[src/rtl/aifa_pkg.sv]
package aifa_pkg;

    // Register map: register i sits at byte address 4*i.
    localparam int unsigned ADDR_W   = 4;
    localparam int unsigned DATA_W   = 32;
    localparam int unsigned CFG_W    = 16;
    localparam int unsigned TIME_W   = 32;

    typedef enum logic [1:0] {
        REG_WINDOW   = 2'd0,
        REG_SUSTAIN  = 2'd1,
        REG_SUPPRESS = 2'd2,
        REG_NONE     = 2'd3
    } reg_idx_t;

    localparam logic [CFG_W-1:0] WINDOW_RST   = 16'd500;
    localparam logic [CFG_W-1:0] SUSTAIN_RST  = 16'd2000;
    localparam logic [CFG_W-1:0] SUPPRESS_RST = 16'd10000;

    typedef enum logic [1:0] {
        MODE_DISARMED = 2'd0,
        MODE_IDLE     = 2'd1,
        MODE_SUSPECT  = 2'd2,
        MODE_COOLDOWN = 2'd3
    } mode_t;

    typedef enum logic [1:0] {
        EV_AUDIO   = 2'd0,
        EV_IMPACT  = 2'd1,
        EV_FIRED   = 2'd2,
        EV_CLEARED = 2'd3
    } kind_t;

    localparam int unsigned FLAG_LOUD   = 0;
    localparam int unsigned FLAG_HF     = 1;
    localparam int unsigned FLAG_IMPACT = 2;

    typedef struct packed {
        logic [CFG_W-1:0] correlation_window_ms;
        logic [CFG_W-1:0] sustain_ms;
        logic [CFG_W-1:0] suppression_ms;
    } cfg_t;

    typedef struct packed {
        logic               armed;
        logic [TIME_W-1:0]  now_ms;
        logic               loud_trig;
        logic               trig_hf;
        logic               impact;
        logic signed [31:0] rms_in;
        logic signed [31:0] peak_in;
        logic [15:0]        zcr_in;
        logic signed [31:0] hfe_in;
        logic signed [31:0] mag_mg_in;
        logic signed [31:0] peak_delta_mg_in;
        logic signed [31:0] impulse_mg_in;
    } in_beat_t;

    typedef struct packed {
        kind_t              event_kind;
        logic [TIME_W-1:0]  stamp_ms;
        mode_t              mode_code;
        logic [2:0]         trigger_flags;
        logic signed [15:0] rms_out;
        logic signed [15:0] peak_out;
        logic [14:0]        zcr_q15_out;
        logic [15:0]        hfe_out;
        logic signed [15:0] mag_mg_out;
        logic signed [15:0] peak_delta_mg_out;
        logic [15:0]        impulse_mg_out;
    } out_beat_t;

endpackage

[src/rtl/aifa_cfg.sv]
module aifa_cfg (
    input  logic                          aclk,
    input  logic                          aresetn,
    input  logic                          psel,
    input  logic                          penable,
    input  logic                          pwrite,
    input  logic [aifa_pkg::ADDR_W-1:0]   paddr,
    input  logic [aifa_pkg::DATA_W-1:0]   pwdata,
    output logic [aifa_pkg::DATA_W-1:0]   prdata,
    output aifa_pkg::cfg_t                cfg
);

    aifa_pkg::cfg_t   cfg_reg;
    aifa_pkg::reg_idx_t idx;
    logic             wr_en;

    // Word index; the low address bits select bytes within a word and are ignored.
    assign idx   = aifa_pkg::reg_idx_t'(paddr[3:2]);
    assign wr_en = psel && penable && pwrite;

    always_ff @(posedge aclk) begin
        if (!aresetn) begin
            cfg_reg.correlation_window_ms <= aifa_pkg::WINDOW_RST;
            cfg_reg.sustain_ms            <= aifa_pkg::SUSTAIN_RST;
            cfg_reg.suppression_ms        <= aifa_pkg::SUPPRESS_RST;
        end else if (wr_en) begin
            case (idx)
                aifa_pkg::REG_WINDOW: begin
                    cfg_reg.correlation_window_ms <= pwdata[aifa_pkg::CFG_W-1:0];
                end
                aifa_pkg::REG_SUSTAIN: begin
                    cfg_reg.sustain_ms <= pwdata[aifa_pkg::CFG_W-1:0];
                end
                aifa_pkg::REG_SUPPRESS: begin
                    cfg_reg.suppression_ms <= pwdata[aifa_pkg::CFG_W-1:0];
                end
                default: begin
                end
            endcase
        end
    end

    always_comb begin
        case (idx)
            aifa_pkg::REG_WINDOW:   prdata = {16'd0, cfg_reg.correlation_window_ms};
            aifa_pkg::REG_SUSTAIN:  prdata = {16'd0, cfg_reg.sustain_ms};
            aifa_pkg::REG_SUPPRESS: prdata = {16'd0, cfg_reg.suppression_ms};
            default:                prdata = '0;
        endcase
    end

    assign cfg = cfg_reg;

endmodule

[src/rtl/aifa_snap.sv]
module aifa_snap (
    input  aifa_pkg::in_beat_t  beat,
    input  aifa_pkg::kind_t     kind,
    input  aifa_pkg::mode_t     snap_mode,
    output aifa_pkg::out_beat_t snap
);

    function automatic logic [15:0] sat_i16(input logic signed [31:0] v);
        logic [15:0] r;
        if (v > 32'sd32767) begin
            r = 16'h7FFF;
        end else if (v < -32'sd32768) begin
            r = 16'h8000;
        end else begin
            r = v[15:0];
        end
        return r;
    endfunction

    function automatic logic [15:0] sat_u16(input logic signed [31:0] v);
        logic [15:0] r;
        if (v < 32'sd0) begin
            r = 16'h0000;
        end else if (v > 32'sd65535) begin
            r = 16'hFFFF;
        end else begin
            r = v[15:0];
        end
        return r;
    endfunction

    // Q15 mapping: zero stays zero, 1.0 and above clamps to full scale.
    function automatic logic [14:0] zcr_q15(input logic [15:0] v);
        logic [14:0] r;
        if (v == 16'd0) begin
            r = 15'd0;
        end else if (v[15]) begin
            r = 15'h7FFF;
        end else begin
            r = v[14:0] - 15'd1;
        end
        return r;
    endfunction

    always_comb begin
        snap.event_kind        = kind;
        snap.stamp_ms          = beat.now_ms;
        snap.mode_code         = snap_mode;
        snap.trigger_flags     = '0;
        snap.trigger_flags[aifa_pkg::FLAG_LOUD]   = beat.loud_trig;
        snap.trigger_flags[aifa_pkg::FLAG_HF]     = beat.trig_hf;
        snap.trigger_flags[aifa_pkg::FLAG_IMPACT] = beat.impact;
        snap.rms_out           = sat_i16(beat.rms_in);
        snap.peak_out          = sat_i16(beat.peak_in);
        snap.zcr_q15_out       = zcr_q15(beat.zcr_in);
        snap.hfe_out           = sat_u16(beat.hfe_in);
        snap.mag_mg_out        = sat_i16(beat.mag_mg_in);
        snap.peak_delta_mg_out = sat_i16(beat.peak_delta_mg_in);
        snap.impulse_mg_out    = sat_u16(beat.impulse_mg_in);
    end

endmodule

[src/rtl/audio_impact_fusion_alert_fsm.sv]
// Audio and impact alert fusion. Each input beat is one tick: an armed flag, a
// millisecond time stamp, the loud, high-frequency and impact triggers, and the raw
// feature values. The block runs a four-mode machine (disarmed, idle, suspect,
// cooldown) and emits at most one event beat per tick: audio suspect, impact
// suspect, alert fired or alert cleared, each with a saturated 16-bit feature
// snapshot. A tick that causes no event produces no output beat. Throughput is one
// tick per clock cycle while m_ready does not stall the result register. An accepted
// tick sits in the input register, and its event appears on m_valid when the result
// register takes it. The mode and time update for a tick is computed while it sits
// in the input register and registered as it leaves, so consecutive ticks see each
// other's effects without bubbles.
// The three timing registers are written over the APB port at byte addresses 0, 4
// and 8 and should only be changed while no ticks are in flight.
module audio_impact_fusion_alert_fsm (
    input  logic                          aclk,
    input  logic                          aresetn,

    input  logic                          s_valid,
    output logic                          s_ready,
    input  aifa_pkg::in_beat_t            s_data,

    output logic                          m_valid,
    input  logic                          m_ready,
    output aifa_pkg::out_beat_t           m_data,

    input  logic                          psel,
    input  logic                          penable,
    input  logic                          pwrite,
    input  logic [aifa_pkg::ADDR_W-1:0]   paddr,
    input  logic [aifa_pkg::DATA_W-1:0]   pwdata,
    output logic [aifa_pkg::DATA_W-1:0]   prdata,
    output logic                          pready
);

    localparam int unsigned TW = aifa_pkg::TIME_W;

    aifa_pkg::cfg_t      cfg;

    // Input register: holds the tick being evaluated this cycle.
    aifa_pkg::in_beat_t  in_reg;
    logic                in_vld_reg;
    logic                in_vld_next;

    // Result register.
    aifa_pkg::out_beat_t m_data_reg;
    logic                m_valid_reg;
    logic                m_valid_next;

    // Machine state.
    aifa_pkg::mode_t     mode_reg, mode_next;
    logic [TW-1:0]       start_reg, start_next;
    logic [TW-1:0]       audio_t_reg, audio_t_next;
    logic [TW-1:0]       impact_t_reg, impact_t_next;
    logic [TW-1:0]       cool_end_reg, cool_end_next;

    logic                s_fire;
    logic                advance;
    logic                audio_hit;
    logic                impact_sus;
    aifa_pkg::mode_t     cur_mode;
    logic [TW-1:0]       now;
    logic [TW-1:0]       win;
    logic [TW-1:0]       la, li;
    logic [TW-1:0]       elapsed;
    logic                recent_a, recent_i;
    logic [TW-1:0]       alert_end;

    logic                ev_valid;
    aifa_pkg::kind_t     ev_kind;
    aifa_pkg::mode_t     ev_mode;
    aifa_pkg::out_beat_t snap;

    aifa_cfg u_cfg (
        .aclk    (aclk),
        .aresetn (aresetn),
        .psel    (psel),
        .penable (penable),
        .pwrite  (pwrite),
        .paddr   (paddr),
        .pwdata  (pwdata),
        .prdata  (prdata),
        .cfg     (cfg)
    );

    assign pready = 1'b1;

    // A tick leaves the input register whenever the result register can take a
    // beat, whether or not the tick produces an event.
    assign advance = in_vld_reg && (!m_valid_reg || m_ready);
    assign s_ready = !in_vld_reg || advance;
    assign s_fire  = s_valid && s_ready;

    always_comb begin
        if (s_fire) begin
            in_vld_next = 1'b1;
        end else if (advance) begin
            in_vld_next = 1'b0;
        end else begin
            in_vld_next = in_vld_reg;
        end
    end

    // Decoding of the held tick.
    assign now        = in_reg.now_ms;
    assign win        = {16'd0, cfg.correlation_window_ms};
    // Audio suspicion needs both audio triggers together.
    assign audio_hit  = in_reg.loud_trig && in_reg.trig_hf;
    assign impact_sus = in_reg.impact;
    // Arming out of disarmed behaves as idle for the same tick.
    assign cur_mode   = (mode_reg == aifa_pkg::MODE_DISARMED) ? aifa_pkg::MODE_IDLE
                                                              : mode_reg;

    // Trigger times as updated by this tick, then their window checks. A trigger
    // only counts if it is no older than the start of the current suspicion.
    assign la        = audio_hit  ? now : audio_t_reg;
    assign li        = impact_sus ? now : impact_t_reg;
    assign elapsed   = now - start_reg;
    assign recent_a  = (la >= start_reg) && ((now - la) <= win);
    assign recent_i  = (li >= start_reg) && ((now - li) <= win);
    assign alert_end = now + {16'd0, cfg.suppression_ms};

    always_comb begin
        mode_next     = mode_reg;
        start_next    = start_reg;
        audio_t_next  = audio_t_reg;
        impact_t_next = impact_t_reg;
        cool_end_next = cool_end_reg;
        ev_valid      = 1'b0;
        ev_kind       = aifa_pkg::EV_FIRED;
        ev_mode       = aifa_pkg::MODE_IDLE;

        if (advance) begin
            if (!in_reg.armed) begin
                mode_next = aifa_pkg::MODE_DISARMED;
            end else begin
                case (cur_mode)
                    aifa_pkg::MODE_IDLE: begin
                        mode_next = aifa_pkg::MODE_IDLE;
                        if (audio_hit && impact_sus) begin
                            // Compound trigger straight from idle: the trigger
                            // times are left as they were.
                            ev_valid      = 1'b1;
                            ev_kind       = aifa_pkg::EV_FIRED;
                            ev_mode       = aifa_pkg::MODE_IDLE;
                            mode_next     = aifa_pkg::MODE_COOLDOWN;
                            cool_end_next = alert_end;
                        end else if (audio_hit || impact_sus) begin
                            ev_valid      = 1'b1;
                            ev_kind       = audio_hit ? aifa_pkg::EV_AUDIO
                                                      : aifa_pkg::EV_IMPACT;
                            ev_mode       = aifa_pkg::MODE_SUSPECT;
                            mode_next     = aifa_pkg::MODE_SUSPECT;
                            start_next    = now;
                            audio_t_next  = la;
                            impact_t_next = li;
                        end
                    end
                    aifa_pkg::MODE_SUSPECT: begin
                        audio_t_next  = la;
                        impact_t_next = li;
                        if ((recent_a && recent_i) ||
                            ((elapsed >= {16'd0, cfg.sustain_ms}) &&
                             (audio_hit || impact_sus))) begin
                            ev_valid      = 1'b1;
                            ev_kind       = aifa_pkg::EV_FIRED;
                            ev_mode       = aifa_pkg::MODE_SUSPECT;
                            mode_next     = aifa_pkg::MODE_COOLDOWN;
                            cool_end_next = alert_end;
                        end else if (!audio_hit && !impact_sus && (elapsed > win)) begin
                            // No trigger on this tick and the suspicion started more than a window ago.
                            mode_next = aifa_pkg::MODE_IDLE;
                        end
                    end
                    aifa_pkg::MODE_COOLDOWN: begin
                        // Plain unsigned compare against the stored end time.
                        if (now >= cool_end_reg) begin
                            ev_valid  = 1'b1;
                            ev_kind   = aifa_pkg::EV_CLEARED;
                            ev_mode   = aifa_pkg::MODE_IDLE;
                            mode_next = aifa_pkg::MODE_IDLE;
                        end
                    end
                    default: begin
                        mode_next = aifa_pkg::MODE_IDLE;
                    end
                endcase
            end
        end
    end

    aifa_snap u_snap (
        .beat      (in_reg),
        .kind      (ev_kind),
        .snap_mode (ev_mode),
        .snap      (snap)
    );

    always_comb begin
        if (advance) begin
            m_valid_next = ev_valid;
        end else if (m_ready) begin
            m_valid_next = 1'b0;
        end else begin
            m_valid_next = m_valid_reg;
        end
    end

    always_ff @(posedge aclk) begin
        if (!aresetn) begin
            in_vld_reg   <= 1'b0;
            m_valid_reg  <= 1'b0;
            mode_reg     <= aifa_pkg::MODE_DISARMED;
            start_reg    <= '0;
            audio_t_reg  <= '0;
            impact_t_reg <= '0;
            cool_end_reg <= '0;
        end else begin
            in_vld_reg   <= in_vld_next;
            m_valid_reg  <= m_valid_next;
            mode_reg     <= mode_next;
            start_reg    <= start_next;
            audio_t_reg  <= audio_t_next;
            impact_t_reg <= impact_t_next;
            cool_end_reg <= cool_end_next;
        end
    end

    // Payload registers carry no reset.
    always_ff @(posedge aclk) begin
        if (s_fire) begin
            in_reg <= s_data;
        end
        if (advance && ev_valid) begin
            m_data_reg <= snap;
        end
    end

    assign m_valid = m_valid_reg;
    assign m_data  = m_data_reg;

endmodule

[config.mk]
export PLATFORM = sky130hd
export DESIGN_NAME = audio_impact_fusion_alert_fsm
export DESIGN_NICKNAME = d
export VERILOG_FILES = /design/src/rtl/aifa_pkg.sv /design/src/rtl/aifa_cfg.sv /design/src/rtl/aifa_snap.sv /design/src/rtl/audio_impact_fusion_alert_fsm.sv
export SDC_FILE = /design/constraint.sdc
export NUM_CORES = 1
export LEC_CHECK = 0
export BUFFER_PORTS_ARGS = -buffer_cell sky130_fd_sc_hd__buf_2
export CORE_MARGIN = 5
export CORE_UTILIZATION = 58
export DETAILED_ROUTE_END_ITERATION = 10
export PLACE_DENSITY = 0.91
export REMOVE_ABC_BUFFERS = 1
export SLEW_MARGIN = 10
export SYNTH_ARGS = -nofsm -noshare
export SYNTH_HDL_FRONTEND = slang
export SYNTH_HIERARCHICAL = 1
export SYNTH_SLANG_ARGS = --single-unit
[constraint.sdc]
create_clock -name aclk -period 18.1 [get_ports aclk]
set_clock_uncertainty 0.05 [all_clocks]
set_input_delay 3.62 -clock aclk [delete_from_list [all_inputs] [get_ports aclk]]
set_output_delay 3.62 -clock aclk [all_outputs]
set_load 0.02 [all_outputs]
==> flow_summary.rst <==
.. list-table::
   :header-rows: 1

   * - Metric
     - Value
   * - Type of the worst setup path
     - reg -> reg
   * - Commonest non-fill, non-tap cell in the layout
     - sky130_fd_sc_hd__buf_2
   * - Ratio of routed vias to standard cells
     - 6.26
   * - Part of the Yosys area used for sequential elements
     - 47.2%
   * - Hold Path Sink
     - start_reg[18]$_SDFFE_PN0P_
   * - Number of distinct standard cells referenced by the synthesized netlist
     - ~100
   * - Final standard cell utilization of the core
     - roughly two thirds
   * - Setup repair after global routing missed its margin
     - no
   * - Overall routed net length
     - 101 mm
   * - Fraction of registers with async set/reset
     - 0%
   * - Power density over the cells
     - 89.2 nW/um2
   * - Die Height
     - 247 um
   * - DRC violations left
     - 0
   * - Die Footprint
     - about 60,000 um2
   * - Post-detail-place hpwl
     - 73.2 mm
   * - Pins over their slew limit
     - 0
   * - Dominant combinational cell family by area after synthesis
     - compound AO/OA/AOI/OAI gates
   * - Max reg flops
     - around 210
   * - Buf+Inv Stages, Crit Path
     - 6
   * - Final-report hold violation count
     - 0
   * - Total number of H-tree levels
     - 2
   * - Max Clk Rate
     - 0.0982 GHz
   * - Syn avg cell area
     - around 10 um2
   * - Arr. time, crit path
     - 10.37 ns
   * - Crit-path max cell delay
     - ~0.89 ns
   * - Kind of cell adding the most delay to the critical path
     - simple AND/OR/NAND/NOR gates
   * - Main flop type after synthesis
     - sky130_fd_sc_hd__edfxtp_1
   * - Launch point of the worst hold path
     - start_reg[18]$_SDFFE_PN0P_
   * - Switching share of power
     - 27.8%
   * - Static leakage
     - 15.1 nW
   * - Critical Path Most Common Cell
     - sky130_fd_sc_hd__buf_4
   * - Area of the mapped netlist
     - 32,700 um2
   * - Net switching power figure
     - 0.922 mW
   * - Net count, final
     - 4,093
   * - Number of register bits inferred by synthesis
     - ~570
   * - Startpoint class of the critical path
     - flop
   * - Number of placement rows
     - 87
   * - Grt ovf
     - 0
   * - # hold bufs at CTS
     - 0
   * - Final TNS setup
     - 0 ns
   * - Multiplexer area fraction after synthesis
     - under 10%
   * - Post-synthesis adder-cell area fraction
     - 10.4%
   * - Cell-internal power
     - 2.39 mW
   * - Non-filler cells, final
     - 4,373
   * - Final weighted congestion in routability-driven placement
     - 0.954
   * - FF-to-FF setup slack
     - 7.92 ns
   * - I/O pin cnt
     - 472
   * - Die width
     - 247 um
   * - Actual transition at the worst max-transition pin
     - about 1.2 ns
   * - Largest net degree at the start of global routing
     - between 90 and 100
   * - Clk_lat worst skew
     - approximately 0.62 ns
   * - Initial DRC count
     - 2,691
   * - Routed length per instance
     - 23.0 um
   * - Number of post-CTS setup repair buffers
     - 0
   * - Worst r2r src
     - in_reg[210]$_DFFE_PP_
   * - Count of placed standard cells including taps
     - about 4,200
   * - Global-route wire length before repair
     - between 100 and 150 mm
   * - Simple-gate portion of the synthesized area
     - about 14%
   * - Sequential share of power
     - 45.4%
   * - Final period utilization
     - 56.3%
   * - FF-to-FF End
     - m_data[118]$_DFFE_PP_
   * - Run status
     - complete, no violations
   * - Port bufs
     - 436
   * - Cell count of the worst reg-to-reg path
     - 29
   * - Final-report setup violation count
     - 0
   * - Number of gates given a new drive strength after cts
     - 0
   * - Number of buffers inserted during clock tree synthesis
     - 56
   * - Most frequent cells in the layout
     - sky130_fd_sc_hd__buf_2 (436), sky130_fd_sc_hd__edfxtp_1 (394), sky130_fd_sc_hd__nand2_1 (279)
   * - GRT Overall Usage
     - roughly 31%
   * - Total of warnings raised by yosys
     - 6
   * - Part of the power in the clock network
     - between 30% and 40%
   * - Final-layout fill cell count
     - 3,935
   * - Cell with the biggest individual delay on the critical path
     - sky130_fd_sc_hd__a31oi_1
   * - Vias in the first global route
     - 26,400
   * - Share of final-layout standard cells stronger than drive strength 1
     - between 15 and 20%
   * - Number of cells on the worst hold path
     - 2
   * - Complex-gate fraction of the synthesized area
     - 16.1%
   * - Combinational share of power
     - 17.4%
   * - Worst-path maximum fanout
     - 62
   * - Xor and xnor area share after synthesis
     - under 10%
   * - Clock-pin slew reported for the worst setup and hold paths after clock tree synthesis
     - 0.06 ns
   * - Longest Clk Path Bufs
     - 3
   * - Required time at the endpoint of the critical path
     - 18.29 ns
   * - Tightest Hold Check Type
     - reg -> reg
   * - Worst slew margin relative to its limit
     - approximately 22%
   * - Clock root buffer
     - sky130_fd_sc_hd__clkbuf_16
   * - Number of clock sinks
     - 574
   * - Initial Util
     - 58.3%
   * - Minimum clock period
     - 10.18 ns
   * - Kind of end point of the critical path
     - flop
   * - DRT Pass-1 Iters
     - 6
   * - Number of antenna violations at the first check in global routing
     - 26
   * - Area grow syn2layout
     - 13.7%
   * - Largest voltage drop on the vdd net
     - between 0.07 and 0.08 mV
   * - Number of max-capacitance violations reported
     - 0
   * - CTS tree
     - yes
   * - Post-route antenna net violation count
     - 0
   * - Core Box Area
     - 56,100 um2
   * - Vias
     - 27,400
   * - Number of enable flip-flop cells after synthesis
     - 394
   * - Instance count of the mapped netlist
     - 3,187
[cell type report]
type                       count  area, um2  area share (%)
inverter                     205        771            2.07
clock buffer                  79       1610            4.34
multi-input combinational   2237      15600            41.9
sequential                   574      15400            41.5
antenna                       30       75.1           0.202
timing repair buffer         465       2400            6.46
tap                          756        946            2.55
clock inverter                27        328           0.882
[synth_stat cells (25+ instances only)]
master	number	share of area, %
sky130_fd_sc_hd__a21o_1	84	1.9
sky130_fd_sc_hd__nor2b_1	52	1.0
sky130_fd_sc_hd__nand2_1	280	3.2
sky130_fd_sc_hd__a21oi_1	219	3.4
sky130_fd_sc_hd__o21ai_0	110	1.7
sky130_fd_sc_hd__nand4_1	66	1.3
sky130_fd_sc_hd__o211ai_1	25	0.57
sky130_fd_sc_hd__nand2b_1	35	0.67
sky130_fd_sc_hd__edfxtp_1	394	36
sky130_fd_sc_hd__nand3_1	63	0.96
sky130_fd_sc_hd__buf_4	59	1.4
sky130_fd_sc_hd__clkbuf_1	96	1.1
sky130_fd_sc_hd__inv_1	204	2.3
sky130_fd_sc_hd__nor3_1	38	0.58
sky130_fd_sc_hd__o21a_1	69	1.6
sky130_fd_sc_hd__ha_1	264	10
sky130_fd_sc_hd__dfxtp_1	180	11
sky130_fd_sc_hd__nor2_1	237	2.7
sky130_fd_sc_hd__xor2_1	41	1.1
sky130_fd_sc_hd__mux2i_1	130	4.0
sky130_fd_sc_hd__nor4_1	36	0.69
sky130_fd_sc_hd__xnor2_1	62	1.7
sky130_fd_sc_hd__a211oi_1	84	1.9
[power by group through the flow]
| stage | combinational (mW) | clock, mW | sequential, mW |
|---|---|---|---|
| finish | 0.578 | 1.23 | 1.50 |
| global route | 0.628 | 1.30 | 1.51 |
| CTS | 0.564 | 1.23 | 1.50 |
| detailed placement | 0.556 | 0 | 1.53 |
| global placement | 0.540 | 0 | 1.52 |
| floorplan | 0.376 | 0 | 1.53 |
[kinds of logic after synthesis]
family                   count (synthesis)
AND/OR/NAND/NOR                        926
AO/OA/AOI/OAI                          788
flip-flops                             574
buffers and inverters                  391
adder cells (fa/ha/maj)                270
multiplexers                           132
XOR/XNOR                               104
other                                    2
[metrics by stage]
| step | setup slack [ns] | hold WS, ns | power [mW] | area [um2] |
|---|---|---|---|---|
| floorplan | 2.94 | 0.376 | 1.91 | 31700 |
| global placement | 8.23 | 0.391 | 2.06 | 35100 |
| detailed placement | 8.16 | 0.397 | 2.08 | 35100 |
| CTS | 8.10 | 0.405 | 3.29 | 37100 |
| global route | 7.41 | 0.431 | 3.43 | 37100 |
| finish | 7.92 | 0.403 | 3.31 | 37100 |
[how the worst max path moves through the flow]
stage	slack, ns	startpoint	to	cells after the start
global placement	8.23	in_reg[210]$_DFFE_PP_	m_data[116]$_DFFE_PP_	29
finish	7.92	in_reg[210]$_DFFE_PP_	m_data[118]$_DFFE_PP_	29
detailed placement	8.16	in_reg[210]$_DFFE_PP_	m_data[65]$_DFFE_PP_	29
floorplan	2.94	in_reg[209]$_DFFE_PP_	m_data[0]$_DFFE_PP_	25
CTS	8.10	in_reg[210]$_DFFE_PP_	m_data[118]$_DFFE_PP_	29
global route	7.41	in_reg[210]$_DFFE_PP_	m_data[118]$_DFFE_PP_	29
[metal layers]
| layer | track usage [%] | routed length [um] | share of wire [%] | vias to the layer above |
|---|---|---|---|---|
| met4 | 15.5 | 5690 | 5.7 | 10 |
| li1 | - | - | - | 12400 |
| met1 | 37.4 | 36500 | 36 | 12900 |
| met5 | 0 | 72 | 0.072 | - |
| met2 | 51.7 | 48300 | 48 | 1638 |
| met3 | 6.39 | 10000 | 10 | 375 |
[tightest hold or removal path, stage by stage, from the launching register on]
cell                      delay [ns]
sky130_fd_sc_hd__dfxtp_1        0.31
sky130_fd_sc_hd__nand2_1        0.05
sky130_fd_sc_hd__a21oi_1        0.05
No activity file was read; power rests on OpenSTA's default activity.
